$ cat src/upd_pkg.sv
// upd_pkg: shared types, constants and hex helpers for the url percent decoder
// used by upd_front, upd_cmd_fifo, upd_back and url_percent_decoder
package upd_pkg;

  localparam logic [7:0] PctChar  = 8'h25;
  localparam logic [7:0] Dig0Char = 8'h30;
  localparam logic [7:0] Dig9Char = 8'h39;
  localparam logic [7:0] UpAChar  = 8'h41;
  localparam logic [7:0] UpFChar  = 8'h46;
  localparam logic [7:0] LoAChar  = 8'h61;
  localparam logic [7:0] LoFChar  = 8'h66;
  localparam logic [3:0] HexTen   = 4'd10;

  localparam int unsigned MaxBytes  = 3;
  localparam int unsigned FifoDepth = 4;
  localparam int unsigned FifoPtrW  = $clog2(FifoDepth);

  // one decoded step: up to three output words, last flag for the final one
  typedef struct packed {
    logic [1:0]                cnt;
    logic [MaxBytes-1:0][7:0]  bytes;
    logic                      last;
  } cmd_t;

  function automatic logic hex_ok(input logic [7:0] c);
    return ((c >= Dig0Char) && (c <= Dig9Char)) ||
           ((c >= UpAChar) && (c <= UpFChar)) ||
           ((c >= LoAChar) && (c <= LoFChar));
  endfunction

  function automatic logic [3:0] hex_val(input logic [7:0] c);
    logic [7:0] d;
    d = c - Dig0Char;
    if ((c >= Dig0Char) && (c <= Dig9Char)) begin
      return d[3:0];
    end
    if ((c >= LoAChar) && (c <= LoFChar)) begin
      d = c - LoAChar;
      return d[3:0] + HexTen;
    end
    d = c - UpAChar;
    return d[3:0] + HexTen;
  endfunction

endpackage

$ cat src/upd_front.sv
// upd_front: escape tracker, turns each input word into a command of 0..3 words
// depends on upd_pkg
module upd_front (
  input  logic             clk_i,
  input  logic             rst_ni,
  input  logic             accept_i,
  input  logic [7:0]       in_byte_i,
  input  logic             in_last_i,
  output logic             cmd_push_o,
  output upd_pkg::cmd_t    cmd_o
);

  typedef enum logic [1:0] {
    PhIdle  = 2'd0,
    PhPct   = 2'd1,
    PhDigit = 2'd2
  } phase_e;

  phase_e     phase_q, phase_d;
  logic [7:0] held_q, held_d;

  logic          is_hex;
  logic          pass_byte;
  logic [1:0]    base_cnt;
  logic          do_idle;
  upd_pkg::cmd_t cmd;

  always_comb begin
    is_hex    = upd_pkg::hex_ok(in_byte_i);
    pass_byte = !((in_byte_i == upd_pkg::PctChar) && !in_last_i);
    phase_d   = phase_q;
    held_d    = held_q;
    base_cnt  = 2'd0;
    do_idle   = 1'b0;
    cmd.cnt   = 2'd0;
    cmd.bytes = '0;
    cmd.last  = in_last_i;
    case (phase_q)
      PhPct: begin
        if (is_hex) begin
          if (in_last_i) begin
            cmd.bytes[0] = upd_pkg::PctChar;
            cmd.bytes[1] = in_byte_i;
            cmd.cnt      = 2'd2;
            phase_d      = PhIdle;
          end else begin
            held_d  = in_byte_i;
            phase_d = PhDigit;
          end
        end else begin
          cmd.bytes[0] = upd_pkg::PctChar;
          base_cnt     = 2'd1;
          do_idle      = 1'b1;
        end
      end
      PhDigit: begin
        if (is_hex) begin
          cmd.bytes[0] = {upd_pkg::hex_val(held_q), upd_pkg::hex_val(in_byte_i)};
          cmd.cnt      = 2'd1;
          phase_d      = PhIdle;
        end else begin
          cmd.bytes[0] = upd_pkg::PctChar;
          cmd.bytes[1] = held_q;
          base_cnt     = 2'd2;
          do_idle      = 1'b1;
        end
      end
      default: begin
        do_idle = 1'b1;
      end
    endcase
    if (do_idle) begin
      if (pass_byte) begin
        cmd.bytes[base_cnt] = in_byte_i;
        cmd.cnt             = base_cnt + 2'd1;
        phase_d             = PhIdle;
      end else begin
        cmd.cnt = base_cnt;
        phase_d = PhPct;
      end
    end
  end

  assign cmd_push_o = accept_i && (cmd.cnt != 2'd0);
  assign cmd_o      = cmd;

  always_ff @(posedge clk_i or negedge rst_ni) begin
    if (!rst_ni) begin
      phase_q <= PhIdle;
      held_q  <= '0;
    end else if (accept_i) begin
      phase_q <= phase_d;
      held_q  <= held_d;
    end
  end

endmodule

$ cat src/upd_cmd_fifo.sv
// upd_cmd_fifo: short command queue between front and back
// depends on upd_pkg
module upd_cmd_fifo (
  input  logic             clk_i,
  input  logic             rst_ni,
  input  logic             push_i,
  input  upd_pkg::cmd_t    push_cmd_i,
  output logic             full_o,
  input  logic             pop_i,
  output upd_pkg::cmd_t    head_cmd_o,
  output logic             empty_o
);

  upd_pkg::cmd_t                 mem_q [upd_pkg::FifoDepth];
  logic [upd_pkg::FifoPtrW-1:0]  wr_ptr_q, rd_ptr_q;
  logic [upd_pkg::FifoPtrW:0]    count_q;
  logic                          do_wr, do_rd;

  assign full_o     = (count_q == (upd_pkg::FifoPtrW + 1)'(upd_pkg::FifoDepth));
  assign empty_o    = (count_q == '0);
  assign do_wr      = push_i && !full_o;
  assign do_rd      = pop_i && !empty_o;
  assign head_cmd_o = mem_q[rd_ptr_q];

  always_ff @(posedge clk_i) begin
    if (do_wr) begin
      mem_q[wr_ptr_q] <= push_cmd_i;
    end
  end

  always_ff @(posedge clk_i or negedge rst_ni) begin
    if (!rst_ni) begin
      wr_ptr_q <= '0;
      rd_ptr_q <= '0;
      count_q  <= '0;
    end else begin
      if (do_wr) begin
        wr_ptr_q <= wr_ptr_q + 1'b1;
      end
      if (do_rd) begin
        rd_ptr_q <= rd_ptr_q + 1'b1;
      end
      case ({do_wr, do_rd})
        2'b10:   count_q <= count_q + 1'b1;
        2'b01:   count_q <= count_q - 1'b1;
        default: count_q <= count_q;
      endcase
    end
  end

endmodule

$ cat src/upd_back.sv
// upd_back: walks each command word by word into the output register
// depends on upd_pkg
module upd_back (
  input  logic             clk_i,
  input  logic             rst_ni,
  input  logic             cmd_empty_i,
  input  upd_pkg::cmd_t    cmd_i,
  output logic             cmd_pop_o,
  input  logic             pop_i,
  output logic             empty_o,
  output logic [7:0]       out_byte_o,
  output logic             out_last_o
);

  logic [1:0] idx_q, idx_d;
  logic       out_valid_q, out_valid_d;
  logic [7:0] out_byte_q;
  logic       out_last_q;
  logic       load;
  logic       final_word;

  assign load        = !cmd_empty_i && (!out_valid_q || pop_i);
  assign final_word  = (idx_q == (cmd_i.cnt - 2'd1));
  assign cmd_pop_o   = load && final_word;
  assign idx_d       = final_word ? 2'd0 : idx_q + 2'd1;
  assign out_valid_d = load || (out_valid_q && !pop_i);

  always_ff @(posedge clk_i) begin
    if (load) begin
      out_byte_q <= cmd_i.bytes[idx_q];
      out_last_q <= cmd_i.last && final_word;
    end
  end

  always_ff @(posedge clk_i or negedge rst_ni) begin
    if (!rst_ni) begin
      idx_q       <= '0;
      out_valid_q <= 1'b0;
    end else begin
      out_valid_q <= out_valid_d;
      if (load) begin
        idx_q <= idx_d;
      end
    end
  end

  assign empty_o    = !out_valid_q;
  assign out_byte_o = out_byte_q;
  assign out_last_o = out_last_q;

endmodule

$ cat src/url_percent_decoder.sv
// url_percent_decoder: top level of the streaming percent decoder
// depends on upd_pkg, upd_front, upd_cmd_fifo and upd_back
//
// input side is a queue: a word (in_byte_i, in_last_i) is taken at a clock edge
// with push high and full low. result side is a queue too: while empty is
// low the oldest decoded word sits on out_byte_o/out_last_o and is taken at an
// edge with pop high.
// a '%' and two hex digits become one word; a broken escape passes through and
// the breaking word is scanned again; at end of string pending words are flushed
// and out_last_o marks the final one.
// the first result of a word goes into the command queue and is then loaded
// into the output register. throughput: one input word per cycle while full is
// low and one result per cycle while pop is high; the back end sends one result
// per cycle, so once the four-entry command queue fills, an input word giving
// two or three results holds the front until the queue has room again.
// reset clears the escape state, the command queue and the output register.
// if pop stays low the output register holds its word, the command queue
// fills and full rises; nothing is dropped.
module url_percent_decoder (
  input  logic       clk_i,
  input  logic       rst_ni,
  input  logic       push,
  output logic       full,
  input  logic [7:0] in_byte_i,
  input  logic       in_last_i,
  output logic       empty,
  input  logic       pop,
  output logic [7:0] out_byte_o,
  output logic       out_last_o
);

  logic          accept;
  logic          cmd_push;
  logic          cmd_full;
  logic          cmd_empty;
  logic          cmd_pop;
  upd_pkg::cmd_t cmd_wr;
  upd_pkg::cmd_t cmd_rd;

  assign full   = cmd_full;
  assign accept = push && !cmd_full;

  upd_front u_front (
    .clk_i      (clk_i),
    .rst_ni     (rst_ni),
    .accept_i   (accept),
    .in_byte_i  (in_byte_i),
    .in_last_i  (in_last_i),
    .cmd_push_o (cmd_push),
    .cmd_o      (cmd_wr)
  );

  upd_cmd_fifo u_fifo (
    .clk_i      (clk_i),
    .rst_ni     (rst_ni),
    .push_i     (cmd_push),
    .push_cmd_i (cmd_wr),
    .full_o     (cmd_full),
    .pop_i      (cmd_pop),
    .head_cmd_o (cmd_rd),
    .empty_o    (cmd_empty)
  );

  upd_back u_back (
    .clk_i       (clk_i),
    .rst_ni      (rst_ni),
    .cmd_empty_i (cmd_empty),
    .cmd_i       (cmd_rd),
    .cmd_pop_o   (cmd_pop),
    .pop_i       (pop),
    .empty_o     (empty),
    .out_byte_o  (out_byte_o),
    .out_last_o  (out_last_o)
  );

  // front only writes a command when the queue has room
  a_no_overflow: assert property (@(posedge clk_i) disable iff (!rst_ni)
    !(cmd_push && cmd_full))
    else $error("command written into a full queue");

  // back only retires a command that is there
  a_no_underflow: assert property (@(posedge clk_i) disable iff (!rst_ni)
    cmd_pop |-> !cmd_empty)
    else $error("command retired from an empty queue");

  // a queued command always carries at least one word
  a_cmd_nonempty: assert property (@(posedge clk_i) disable iff (!rst_ni)
    cmd_push |-> (cmd_wr.cnt != 2'd0))
    else $error("empty command queued");

  // a retired command makes the output register valid
  a_pop_fills_out: assert property (@(posedge clk_i) disable iff (!rst_ni)
    cmd_pop |=> !empty)
    else $error("retired command gave no output word");

endmodule

$ cat config.mk
export PLATFORM = sky130hd
export DESIGN_NAME = url_percent_decoder
export DESIGN_NICKNAME = d
export VERILOG_FILES = /design/src/upd_pkg.sv /design/src/upd_front.sv /design/src/upd_cmd_fifo.sv /design/src/upd_back.sv /design/src/url_percent_decoder.sv
export SDC_FILE = /design/constraint.sdc
export NUM_CORES = 1
export LEC_CHECK = 0
export BUFFER_PORTS_ARGS = -buffer_cell sky130_fd_sc_hd__buf_2
export CAP_MARGIN = 25
export CELL_PAD_IN_SITES_DETAIL_PLACEMENT = 1
export CELL_PAD_IN_SITES_GLOBAL_PLACEMENT = 1
export CORE_MARGIN = 1.5
export CORE_UTILIZATION = 40
export DETAILED_ROUTE_END_ITERATION = 8
export PLACE_DENSITY_LB_ADDON = 0.12
export SYNTH_ARGS = -nofsm -noshare
export SYNTH_HDL_FRONTEND = slang
export SYNTH_SLANG_ARGS = --single-unit
$ cat constraint.sdc
create_clock -name clk_i -period 4.83 [get_ports clk_i]
set_input_delay 0.966 -clock clk_i [delete_from_list [all_inputs] [get_ports clk_i]]
set_output_delay 0.966 -clock clk_i [all_outputs]
set_load 0.05 [all_outputs]
# --- After elaboration in Yosys (flattened, before gate mapping) ---
# Memory sizes are Yosys's and may differ from the RTL's.
# Index checks and enable logic that the tools add are counted.
totals:
  reg_bits: 29
  ram_bits: 108
  inputBits: 13
  output_inout_bits: 11
  elab_cells: 136
  memories: 1
op_classes:
  addsub: 17
  order_cmp: 13
  n_eq_ne: 9
  n_mux: 55
  bitwise_logic: 1
  reduce_logical: 31
mem_list:
  columns: ["memory", "depth", "word_bits", "read_ports", "rd_clocked_by_memory_dff", "write_ports", "line_no", "text"]
  rows:
  - ["u_fifo.mem_q", 4, 27, 1, 0, 1, "upd_cmd_fifo.sv:14", "upd_pkg::cmd_t mem_q [upd_pkg::FifoDepth];"]
ops:
  columns: ["cell", "count"]
  rows:
  - ["two-way mux 8 bit", 6]
  - ["two-way mux 4 bit", 8]
  - ["case mux 16 bit (2 select lines)", 1]
  - ["two-way mux 26 bit", 1]
  - ["bitwise mux 24 bit", 1]
  - ["greater-or-equal comparator 8 x 7 -> 1 bit (second input constant)", 3]
  - ["<= comparator 8 x 7 -> 1 bit (second input constant)", 3]
  - ["two-way mux 24 bit", 1]
  - ["subtractor 4 x 1 -> 4 bit (second input constant)", 6]
  - ["two-way mux 1 bit", 21]
  - ["two-way mux 2 bit", 9]
  - ["adder 4 bit (second input constant)", 4]
  - ["binary-select mux 8 bit (select 2 bit)", 1]
  - ["demux 8 bit (select 2 bit)", 1]
  - ["greater-or-equal comparator 8 x 6 -> 1 bit (second input constant)", 2]
  - ["<= comparator 8 x 6 -> 1 bit (second input constant)", 2]
  - ["two-way mux 16 bit", 1]
  - ["logical AND 1 bit", 15]
  - ["case mux 2 bit (2 select lines)", 3]
  - ["adder 2 x 1 -> 2 bit (second input constant)", 4]
  - ["== test 8 x 6 -> 1 bit (second input constant)", 1]
  - ["AND reduction 4 bit", 2]
  - ["less-than comparator 2 x 3 -> 1 bit (second input constant)", 2]
  - ["inequality test 3 x 1 -> 1 bit (second input constant)", 2]
  - ["other kinds (16)", 26]

# --- Longest topological paths before layout ---
# Gate-level depths: netlist of the first run.
logic_depth:
  depth_word: 21
  depth_mapped: 17
  mapped_depth_nobuf: 16

# --- Modules after synthesis ---
# From an unflattened synthesis of the first run, not the netlist that was laid out.
hier_totals:
  cells_unflattened: 414
  area_unflattened_um2: 6459.9
by_module_without_submodules:
  columns: ["module", "instances", "cells_each", "area_per_inst_um2", "seq_area_each_um2"]
  rows:
  - ["upd_cmd_fifo", 1, 178, 4330.4, 3418.3]
  - ["upd_front", 1, 175, 1471.4, 250.2]
  - ["upd_back", 1, 60, 644.4, 345.3]
  - ["url_percent_decoder", 1, 1, 13.8, 0.0]

# --- Least setup slack after synthesis of the first run ---
# Ideal clock, no wire load.
synth_path:
  kind: "input -> register"
  start: "input port in_byte_i[1]"
  end: "register u_fifo.count_q[2] in the netlist's numbering"
  t_arrival_ns: 3.966
  required_time_ns: 4.751
  path_slack_ns: 0.785
  cell_stages: 17
  path_buffers: 1
  path_cell_list: "inv_1 -> ha_1 -> or3b_1 -> a31oi_1 -> or3_1 -> buf_2 -> nand2_1 -> ha_1 -> a31oi_1 -> a31oi_4 -> inv_1 -> ha_1 -> inv_1 -> fa_1 -> xor2_1 -> nor2_1 -> xor2_1"
synth_between:
  elab_chain_len: 14
synth_rtl:
  columns: ["item", "line_no", "text"]
  rows:
  - ["from (decl)", "url_percent_decoder.sv:24", "input logic [7:0] in_byte_i,"]
  - ["greater-or-equal comparator 8 x 6 -> 1 bit (tied with other cells)", "upd_pkg.sv:26", "return ((c >= Dig0Char) && (c <= Dig9Char)) ||"]
  - ["logical AND 1 bit (on tied branches)", "upd_pkg.sv:26, upd_pkg.sv:27", null]
  - ["logical OR 1 bit", "upd_pkg.sv:26", null]
  - ["logical OR 1 bit", "upd_pkg.sv:27", "((c >= UpAChar) && (c <= UpFChar)) ||"]
  - ["two-way mux 1 bit / two-way mux 2 bit (equally long branches)", "upd_front.sv:40, upd_front.sv:57", null]
  - ["case mux 2 bit (2 select lines)", "upd_front.sv:38", "case (phase_q)"]
  - ["adder 2 x 1 -> 2 bit", "upd_front.sv:75", "cmd.cnt = base_cnt + 2'd1;"]
  - ["two-way mux 2 bit", "upd_front.sv:73", "if (pass_byte) begin"]
  - ["two-way mux 26 bit *", "upd_front.sv:72", "if (do_idle) begin"]
  - ["nonzero test 2 bit *", "upd_front.sv:84", "assign cmd_push_o = accept_i && (cmd.cnt != 2'd0);"]
  - ["logical AND 1 bit *", "upd_front.sv:84", null]
  - ["logical AND 1 bit *", "upd_cmd_fifo.sv:21", "assign do_wr = push_i && !full_o;"]
  - ["== test 2 x 1 -> 1 bit / == test 2 bit (equally long branches)", "upd_cmd_fifo.sv:43", "case ({do_wr, do_rd})"]
  - ["case mux 3 bit (2 select lines) / nonzero test 2 bit (equally long branches)", null, null]
  - ["to (signal assigned)", "upd_cmd_fifo.sv:44", "2'b10: count_q <= count_q + 1'b1;"]
  - ["to (signal assigned)", "upd_cmd_fifo.sv:45", "2'b01: count_q <= count_q - 1'b1;"]
  - ["to (signal assigned)", "upd_cmd_fifo.sv:46", "default: count_q <= count_q;"]
  - ["to (decl)", "upd_cmd_fifo.sv:16", "logic [upd_pkg::FifoPtrW:0] count_q;"]
# Mark *: on every way between the ends. The rest lies on a longest branch, timed or not.
# A chain may end at the register's enable or synchronous reset.

# --- Worst setup path after layout of the first run ---
# Ends and elaborated chain as after synthesis.

==> results of run 1 <==
[cell type report]
| type | instances | area (um2) | share of cell area |
|---|---|---|---|
| Clock buffer | 21 | 460 | 0.0654 |
| Clock inverter | 11 | 146 | 0.0208 |
| Inverter | 30 | 113 | 0.0160 |
| Multi-Input combinational cell | 195 | 1910 | 0.272 |
| Sequential cell | 137 | 4020 | 0.571 |
| Tap cell | 184 | 230 | 0.0327 |
| Timing Repair Buffer | 29 | 160 | 0.0228 |
[where the power goes]
group,switching [mW],leakage (nW),internal [mW]
combinational,0.656,0.981,0.442
sequential,0.145,1.35,1.57
clock,0.489,0.282,0.838
total,1.29,2.62,2.85
[metrics by stage]
step | power (mW) | hold slack [ns] | cell area, um2 | std cells
final | 4.14 | 0.500 | 7040 | 607
after global routing | 4.35 | 0.535 | 7040 | 607
after CTS | 4.20 | 0.503 | 7040 | 607
after detailed placement | 2.87 | 0.496 | 6430 | 575
after global placement | 2.84 | 0.481 | 6430 | 575
after floorplan | 2.54 | 0.457 | 6090 | 375
[Yosys cell counts, drive strengths merged, types with 7 or more instances]
cell type	instances
edfxtp	117
and2	10
mux2i	11
buf	7
a22o	16
nand2	14
o22ai	8
inv	30
nand2b	7
o21ai	11
mux4	27
ha	16
nor2	8
dfrtp	20
[placed cells by master, fill, tap and decap left out, types with 5 or more instances in the layout]
cell	n
sky130_fd_sc_hd__o22ai_1	8
sky130_fd_sc_hd__edfxtp_1	117
sky130_fd_sc_hd__o21ai_0	10
sky130_fd_sc_hd__clkbuf_16	17
sky130_fd_sc_hd__mux2_2	5
sky130_fd_sc_hd__dfrtp_1	19
sky130_fd_sc_hd__and2_1	10
sky130_fd_sc_hd__buf_4	6
sky130_fd_sc_hd__mux2i_1	11
sky130_fd_sc_hd__nand2_1	14
sky130_fd_sc_hd__and3_1	6
sky130_fd_sc_hd__clkinvlp_4	5
sky130_fd_sc_hd__a22o_1	16
sky130_fd_sc_hd__mux4_2	27
sky130_fd_sc_hd__buf_2	23
sky130_fd_sc_hd__ha_1	16
sky130_fd_sc_hd__inv_1	30
sky130_fd_sc_hd__nand2b_1	7
sky130_fd_sc_hd__xnor2_1	6
sky130_fd_sc_hd__nor2_1	8
[sequential cells by signal, indices dropped and copies added, names as in the netlist]
name and cells:
u_back.out_byte_o 8, u_fifo.wr_ptr_q 2, u_back.idx_q 2, u_back.out_last_o 1
u_front.held_q 8, u_fifo.rd_ptr_q 2, u_fifo.count_q 3, u_front.phase_q 2
u_fifo.mem_q 108, u_back.out_valid_q 1
[worst max-delay path, stage by stage]
cell	delay (ns)
sky130_fd_sc_hd__buf_2	0.14
sky130_fd_sc_hd__inv_1	0.07
sky130_fd_sc_hd__ha_1	0.24
sky130_fd_sc_hd__or3b_1	0.37
sky130_fd_sc_hd__a31oi_1	0.35
sky130_fd_sc_hd__or3_1	0.33
sky130_fd_sc_hd__nand2_1	0.15
sky130_fd_sc_hd__ha_1	0.32
sky130_fd_sc_hd__a31oi_1	0.27
sky130_fd_sc_hd__a31oi_4	0.16
sky130_fd_sc_hd__inv_1	0.09
sky130_fd_sc_hd__ha_1	0.17
sky130_fd_sc_hd__inv_1	0.06
sky130_fd_sc_hd__fa_1	0.37
sky130_fd_sc_hd__xor2_1	0.15
sky130_fd_sc_hd__nor2_1	0.11
sky130_fd_sc_hd__xor2_1	0.17
[per-layer routing]
layer  global-route usage  vias to the layer above
li1                     -                     1520
met1                0.238                     1706
met2                0.301                       63
met3               0.0472                       13
met4               0.0561                        0
met5                    0                        -
[path summary, 6_finish.rpt]
check	from	to	slack [ns]
max	in_byte_i[1]	u_fifo.count_q[2]$_DFFE_PN0P_	0.67
min	u_fifo.count_q[0]$_DFFE_PN0P_	u_fifo.count_q[0]$_DFFE_PN0P_	0.50
max reg2reg	u_fifo.rd_ptr_q[0]$_DFFE_PN0P_	u_fifo.count_q[2]$_DFFE_PN0P_	1.51
min reg2reg	u_fifo.count_q[0]$_DFFE_PN0P_	u_fifo.count_q[0]$_DFFE_PN0P_	0.50
max in group asynchronous	rst_ni	u_fifo.rd_ptr_q[0]$_DFFE_PN0P_	3.88
min in group asynchronous	rst_ni	u_back.idx_q[0]$_DFFE_PN0P_	0.54
[kinds of logic after synthesis]
group | synth area share
DFF | 0.659
and+or+nand+nor | 0.0632
AOI/OAI and AO/OA | 0.0729
buffers and inverters | 0.0275
muxes | 0.127
adders and majority gates | 0.0361
xor gates and xnor gates | 0.0144
==> impl_table.tex, run 1 <==
\begin{tabular}{lr}
\hline
Metric & Value \\
\hline
\multicolumn{2}{l}{\textbf{Status}} \\
\quad Outcome & finished clean \\
\multicolumn{2}{l}{\textbf{Clocking}} \\
\quad Clock-pin slew on the worst setup and hold paths & 0.05 ns \\
\quad Setup Fix Bufs, Post-CTS & 0 \\
\quad Number of clock sinks & $\sim$140 \\
\quad Quantity of gates resized following cts & 0 \\
\quad CTS Root Buffer Type & sky130\_fd\_sc\_hd\_\_clkbuf\_16 \\
\quad Number of buffers added to fix hold violations after cts & 0 \\
\quad H-tree levels & 4 \\
\quad TritonCTS clock tree & yes \\
\quad Number of CTS-inserted buffers & 17 \\
\quad Insertion delay of the later-clocked pin in the worst-skew pair & $\sim$0.42 ns \\
\quad Clock tree buffer depth & 2 \\
\multicolumn{2}{l}{\textbf{Timing}} \\
\quad Transition time at the pin with the least slew margin & $\sim$0.8 ns \\
\quad Max-slew violations & 0 \\
\quad RSZ-0062 raised after global routing & no \\
\quad Worst Setup Slack, final & 0.671 ns \\
\quad Endpoints failing hold & 0 \\
\quad Time the final worst path needs with I/O delays and setup & $\sim$4.2 ns \\
\quad Final worst clock skew & approximately 0.010 ns \\
\quad Final-layout setup total negative slack & 0 ns \\
\quad Final worst path period share & 0.861 \\
\quad Worst max-slew margin expressed relative to the limit & 0.478 \\
\quad Fmax & about 0.24 GHz \\
\quad Final-report setup violation count & 0 \\
\multicolumn{2}{l}{\textbf{Floorplanning}} \\
\quad Placement row count & 44 \\
\quad Starting density of the core & 0.415 \\
\quad \# IOs & 24 \\
\quad Die area & 16000 um2 \\
\quad Floorplan die height & about 130 um \\
\quad Floorplan die width & about 130 um \\
\quad Area of the placeable core & roughly 15000 um2 \\
\multicolumn{2}{l}{\textbf{Synthesis}} \\
\quad Share of synthesized area occupied by flip-flops and latches & 0.659 \\
\quad Synthesized instance count & 375 \\
\quad Synthesis warning total & 0 \\
\quad Post-Synthesis Net Count & between 400 and 500 \\
\quad Most frequently used flop master after synthesis & sky130\_fd\_sc\_hd\_\_edfxtp\_1 \\
\quad Post-synthesis average cell area & around 16 um2 \\
\quad Post-synth EDFFs & 117 \\
\quad Ys async rst share & 0.146 \\
\quad Cell type contributing the most total cell area after synthesis & sky130\_fd\_sc\_hd\_\_edfxtp\_1 \\
\quad Share of the synthesized area in the top cell type & 0.577 \\
\quad Number of register bits inferred by synthesis & approximately 140 \\
\quad Largest cells by area after synthesis & sky130\_fd\_sc\_hd\_\_edfxtp\_1 (58\%), sky130\_fd\_sc\_hd\_\_mux4\_2 (10\%), sky130\_fd\_sc\_hd\_\_dfrtp\_1 (8.2\%) \\
\quad Cell area after synthesis & 6090 um2 \\
\quad Number of distinct library cells after synthesis & 47 \\
\multicolumn{2}{l}{\textbf{Setup path}} \\
\quad Reg2reg path depth & 10 \\
\quad Max Fanout on Critical Path & 7 \\
\quad Required arrival time at the worst endpoint & approximately 5.2 ns \\
\quad Endpoint arrival time on the critical path & 4.49 ns \\
\quad Critical path class & in -> reg \\
\quad CP endpoint kind & flop \\
\quad Nature of the critical path startpoint & input pin \\
\multicolumn{2}{l}{\textbf{Global routing}} \\
\quad Total global routing overflow & 0 \\
\quad Wire length of the first global-routing pass & about 21000 um \\
\quad Largest net degree at the start of global routing & 29 \\
\quad Antenna violations before repair & 0 \\
\quad Number of global-route vias before repair & approximately 3700 \\
\quad Overall track demand over capacity in global routing & 0.182 \\
\multicolumn{2}{l}{\textbf{Route}} \\
\quad Routed length per instance & around 22 um \\
\quad Violation count after the first detailed-routing iteration & roughly 180 \\
\quad Antenna Nets Post-Route & 0 \\
\quad Met2 WL & $\sim$6500 um \\
\quad Uppermost layer routed & met4 \\
\quad Count of unresolved DRC violations after routing & 0 \\
\quad Total wire length & 13300 um \\
\quad Routed length on met3 & about 470 um \\
\quad Total number of vias & between 3000 and 4000 \\
\quad Wire length on met1 & between 6000 and 7000 um \\
\quad Per-cell via count in the routed design & about 5.4 \\
\quad DRT Pass-1 Iters & 4 \\
\multicolumn{2}{l}{\textbf{Layout}} \\
\quad Share of layout cells above drive strength 1 & 0.234 \\
\quad Final-layout fill cell count & around 1400 \\
\quad \# diodes & 0 \\
\quad Final core occ & 0.479 \\
\quad Layout-stage area growth over the synthesis result & 15.5\% \\
\quad Post-layout nets & between 400 and 500 \\
\multicolumn{2}{l}{\textbf{Placement}} \\
\quad Pre-CTS setup slack & between 0.2 and 0.3 ns \\
\quad Gpl congestion & between 0.8 and 0.9 \\
\quad Count of input and output buffers & 23 \\
\quad Post-detailed-placement half-perimeter wirelength & about 9000 um \\
\multicolumn{2}{l}{\textbf{Worst hold path}} \\
\quad Hold-critical path depth & 1 \\
\quad Class of the most critical hold timing path & reg -> reg \\
\multicolumn{2}{l}{\textbf{Pwr}} \\
\quad Pwr Density & 588 nW/um2 \\
\quad Lkg Pwr & 2.62 nW \\
\quad Max IR drop VDD & approximately 0.26 mV \\
\multicolumn{2}{l}{\textbf{Flow run}} \\
\quad Max Cap Viol & 0 \\
\hline
\end{tabular}
Note: power is estimated with default switching activity, not from simulation.
==> inputs of run 2 (changes only) <==
--- a/config.mk
+++ b/config.mk
@@ -7,8 +7,6 @@
 export LEC_CHECK = 0
 export BUFFER_PORTS_ARGS = -buffer_cell sky130_fd_sc_hd__buf_2
 export CAP_MARGIN = 25
-export CELL_PAD_IN_SITES_DETAIL_PLACEMENT = 1
-export CELL_PAD_IN_SITES_GLOBAL_PLACEMENT = 1
 export CORE_MARGIN = 1.5
 export CORE_UTILIZATION = 40
 export DETAILED_ROUTE_END_ITERATION = 8
==> run 2 against run 1 <==
Effect of this change: power rose by 0.30%; cell count decreased by 0.16%; critical endpoint unchanged; register-to-register slack gained 0.18 ns; die area unchanged; sequential cell count unchanged; global-route usage is 1.4 points lower; critical path depth did not move; fmax is 0.57% higher; hold slack got worse by 0.0015 ns; first-iteration DRC count rose by 16%.
==> impl_table.tex, run 2 (synthesis results as in run 1) <==
\begin{tabular}{lr}
\hline
Metric & Value \\
\hline
\multicolumn{2}{l}{\textbf{Route}} \\
\quad Wire length on met1 & 5720 um (was 6150 um) \\
\quad Per-cell via count in the routed design & 5.40 (was 5.44) \\
\quad Antenna Nets Post-Route & 0 (unchanged) \\
\quad Total wire length & 12400 um (was 13300 um) \\
\quad Routed length on met3 & 455 um (was 466 um) \\
\quad Violation count after the first detailed-routing iteration & 213 (was 184) \\
\quad Count of unresolved DRC violations after routing & 0 (unchanged) \\
\quad Uppermost layer routed & met4 (unchanged) \\
\quad DRT Pass-1 Iters & 4 (unchanged) \\
\quad Total number of vias & 3271 (was 3302) \\
\quad Routed length per instance & 20.5 um (was 22.0 um) \\
\quad Met2 WL & 6050 um (was 6540 um) \\
\multicolumn{2}{l}{\textbf{Floorplanning}} \\
\quad Starting density of the core & 0.415 (unchanged) \\
\quad Placement row count & 44 (unchanged) \\
\quad Floorplan die height & 126 um (unchanged) \\
\quad \# IOs & 24 (unchanged) \\
\quad Area of the placeable core & 14700 um2 (unchanged) \\
\quad Floorplan die width & 126 um (unchanged) \\
\quad Die area & 16000 um2 (unchanged) \\
\multicolumn{2}{l}{\textbf{Clocking}} \\
\quad Number of clock sinks & 137 (unchanged) \\
\quad Clock-pin slew on the worst setup and hold paths & 0.06 ns (was 0.05 ns) \\
\quad Setup Fix Bufs, Post-CTS & 0 (unchanged) \\
\quad Quantity of gates resized following cts & 0 (unchanged) \\
\quad CTS Root Buffer Type & sky130\_fd\_sc\_hd\_\_clkbuf\_16 (unchanged) \\
\quad Number of CTS-inserted buffers & 17 (unchanged) \\
\quad TritonCTS clock tree & yes (unchanged) \\
\quad Number of buffers added to fix hold violations after cts & 0 (unchanged) \\
\quad H-tree levels & 4 (unchanged) \\
\quad Insertion delay of the later-clocked pin in the worst-skew pair & 0.41 ns (was 0.42 ns) \\
\quad Clock tree buffer depth & 2 (unchanged) \\
\multicolumn{2}{l}{\textbf{Placement}} \\
\quad Count of input and output buffers & 23 (unchanged) \\
\quad Post-detailed-placement half-perimeter wirelength & 8120 um (was 8990 um) \\
\quad Area of placed instances & 6430 um2 (unchanged) \\
\quad Gpl congestion & 0.792 (was 0.812) \\
\quad Pre-CTS setup slack & 0.268 ns (was 0.259 ns) \\
\quad Placed Cells incl. Taps & 575 (unchanged) \\
\multicolumn{2}{l}{\textbf{Pwr}} \\
\quad Pwr Density & 589 nW/um2 (was 588 nW/um2) \\
\quad Overall power & 4.15 mW (was 4.14 mW) \\
\quad Max IR drop VDD & 0.272 mV (was 0.265 mV) \\
\quad Lkg Pwr & 2.64 nW (was 2.62 nW) \\
\multicolumn{2}{l}{\textbf{Global routing}} \\
\quad Wire length of the first global-routing pass & 19300 um (was 21200 um) \\
\quad Number of global-route vias before repair & 3342 (was 3650) \\
\quad Largest net degree at the start of global routing & 28 (was 29) \\
\quad Overall track demand over capacity in global routing & 0.169 (was 0.182) \\
\quad Antenna violations before repair & 0 (unchanged) \\
\quad Total global routing overflow & 0 (unchanged) \\
\multicolumn{2}{l}{\textbf{Setup path}} \\
\quad Crit Reg-Reg Endpoint & u\_fifo.count\_q[2]\$\_DFFE\_PN0P\_ (unchanged) \\
\quad Reg2reg path depth & 10 (unchanged) \\
\quad Worst path cell trace & buf\_2 > inv\_1 > ha\_1 > or3b\_1 > a31oi\_1 > or3\_1 > nand2\_1 > ha\_1 > a31oi\_1 > a31oi\_4 > inv\_1 > ha\_1 > inv\_1 > fa\_1 > xor2\_1 > nor2\_1 > xor2\_1 (unchanged) \\
\quad Crit-path slowest cell & sky130\_fd\_sc\_hd\_\_or3b\_1 (unchanged) \\
\quad Critical path class & in -> reg (unchanged) \\
\quad Required arrival time at the worst endpoint & 5.17 ns (was 5.16 ns) \\
\quad Nature of the critical path startpoint & input pin (unchanged) \\
\quad Max Fanout on Critical Path & 7 (unchanged) \\
\quad Number of buffers and inverters on the critical path & 4 (unchanged) \\
\quad CP endpoint kind & flop (unchanged) \\
\quad R2R Setup Slk & 1.69 ns (was 1.51 ns) \\
\quad Reg2Reg Launch Point & u\_fifo.rd\_ptr\_q[0]\$\_DFFE\_PN0P\_ (unchanged) \\
\quad Largest delay contributor family on the critical path & adder cells (unchanged) \\
\quad Number of cells on the critical path & 17 (unchanged) \\
\quad Endpoint arrival time on the critical path & 4.47 ns (was 4.49 ns) \\
\quad CP peak stage delay & 0.37 ns (about the same) \\
\multicolumn{2}{l}{\textbf{Layout}} \\
\quad Share of layout cells above drive strength 1 & 0.225 (was 0.234) \\
\quad Reg with most FFs & u\_fifo.mem\_q (unchanged) \\
\quad Most frequent standard cell in the layout excluding fill and tap cells & sky130\_fd\_sc\_hd\_\_edfxtp\_1 (unchanged) \\
\quad Post-layout nets & 440 (unchanged) \\
\quad Fin area & 7040 um2 (about the same) \\
\quad Layout-stage area growth over the synthesis result & 15.6\% (was 15.5\%) \\
\quad \# diodes & 0 (unchanged) \\
\quad Final std cells w/o fill & 606 (was 607) \\
\quad Commonest non-fill, non-tap cells in the layout & sky130\_fd\_sc\_hd\_\_edfxtp\_1 (117), sky130\_fd\_sc\_hd\_\_inv\_1 (30), sky130\_fd\_sc\_hd\_\_mux4\_2 (27) (unchanged) \\
\quad Final core occ & 0.479 (about the same) \\
\quad Max FFs per register & 108 (unchanged) \\
\multicolumn{2}{l}{\textbf{Worst hold path}} \\
\quad Hold EP & u\_fifo.count\_q[2]\$\_DFFE\_PN0P\_ (was u\_fifo.count\_q[0]\$\_DFFE\_PN0P\_) \\
\quad Class of the most critical hold timing path & reg -> reg (unchanged) \\
\quad Hold wc startpoint & u\_fifo.count\_q[2]\$\_DFFE\_PN0P\_ (was u\_fifo.count\_q[0]\$\_DFFE\_PN0P\_) \\
\quad Hold-critical path depth & 1 (unchanged) \\
\multicolumn{2}{l}{\textbf{Timing}} \\
\quad Time the final worst path needs with I/O delays and setup & 4.13 ns (was 4.16 ns) \\
\quad Endpoints failing hold & 0 (unchanged) \\
\quad Max-slew violations & 0 (unchanged) \\
\quad Worst Setup Slack, final & 0.695 ns (was 0.671 ns) \\
\quad Worst hold slack & 0.499 ns (was 0.500 ns) \\
\quad Transition time at the pin with the least slew margin & 0.777 ns (was 0.778 ns) \\
\quad Final worst clock skew & 0.00489 ns (was 0.0101 ns) \\
\quad Final-report setup violation count & 0 (unchanged) \\
\quad Final-layout setup total negative slack & 0 ns (unchanged) \\
\quad Fmax & 0.242 GHz (was 0.240 GHz) \\
\quad RSZ-0062 raised after global routing & no (unchanged) \\
\quad Worst max-slew margin expressed relative to the limit & 0.482 (was 0.478) \\
\quad Final worst path period share & 0.856 (was 0.861) \\
\multicolumn{2}{l}{\textbf{Flow run}} \\
\quad Max Cap Viol & 0 (unchanged) \\
\multicolumn{2}{l}{\textbf{Status}} \\
\quad Outcome & finished clean (unchanged) \\
\hline
\end{tabular}
[run 2: worst max path at each step]
stage / start / end
finish: in_byte_i[1] / u_fifo.count_q[2]$_DFFE_PN0P_
global route: in_byte_i[1] / u_fifo.count_q[2]$_DFFE_PN0P_
CTS: in_byte_i[1] / u_fifo.count_q[2]$_DFFE_PN0P_
detailed placement: in_byte_i[1] / u_fifo.count_q[2]$_DFFE_PN0P_
global placement: in_byte_i[1] / u_fifo.count_q[2]$_DFFE_PN0P_
floorplan: in_byte_i[1] / u_fifo.count_q[2]$_DFFE_PN0P_
[run 2: metal layers]
metal / global-route usage / vias to the layer above
met5: 0 / -
met4: 0.0609 / 0
met3: 0.0498 / 18
met2: 0.271 / 50
met1: 0.219 / 1683
li1: - / 1520
[run 2: layout make-up]
class / instances / area [um2]
flip-flops and latches: 137 / 4020
multi-input cells: 195 / 1910
repair buffers: 29 / 160
inverters: 30 / 113
fillers: 1272 / 7650
clock inverters: 11 / 178
clock buffers: 20 / 437
well taps: 184 / 230
[run 2: worst reg2reg max path, stage by stage, from the launching register on]
cell                      delay (ns)
sky130_fd_sc_hd__dfrtp_2        0.65
sky130_fd_sc_hd__mux4_2         0.61
sky130_fd_sc_hd__xnor2_1        0.24
sky130_fd_sc_hd__mux2i_1        0.18
sky130_fd_sc_hd__nor2_1         0.30
sky130_fd_sc_hd__ha_1           0.25
sky130_fd_sc_hd__inv_1          0.06
sky130_fd_sc_hd__fa_1           0.37
sky130_fd_sc_hd__xor2_1         0.15
sky130_fd_sc_hd__nor2_1         0.11
sky130_fd_sc_hd__xor2_1         0.15
[run 2: where the power goes]
| part | switching (mW) | internal (mW) |
|---|---|---|
| sequential | 0.154 | 1.57 |
| clock | 0.457 | 0.905 |
| combinational | 0.626 | 0.441 |
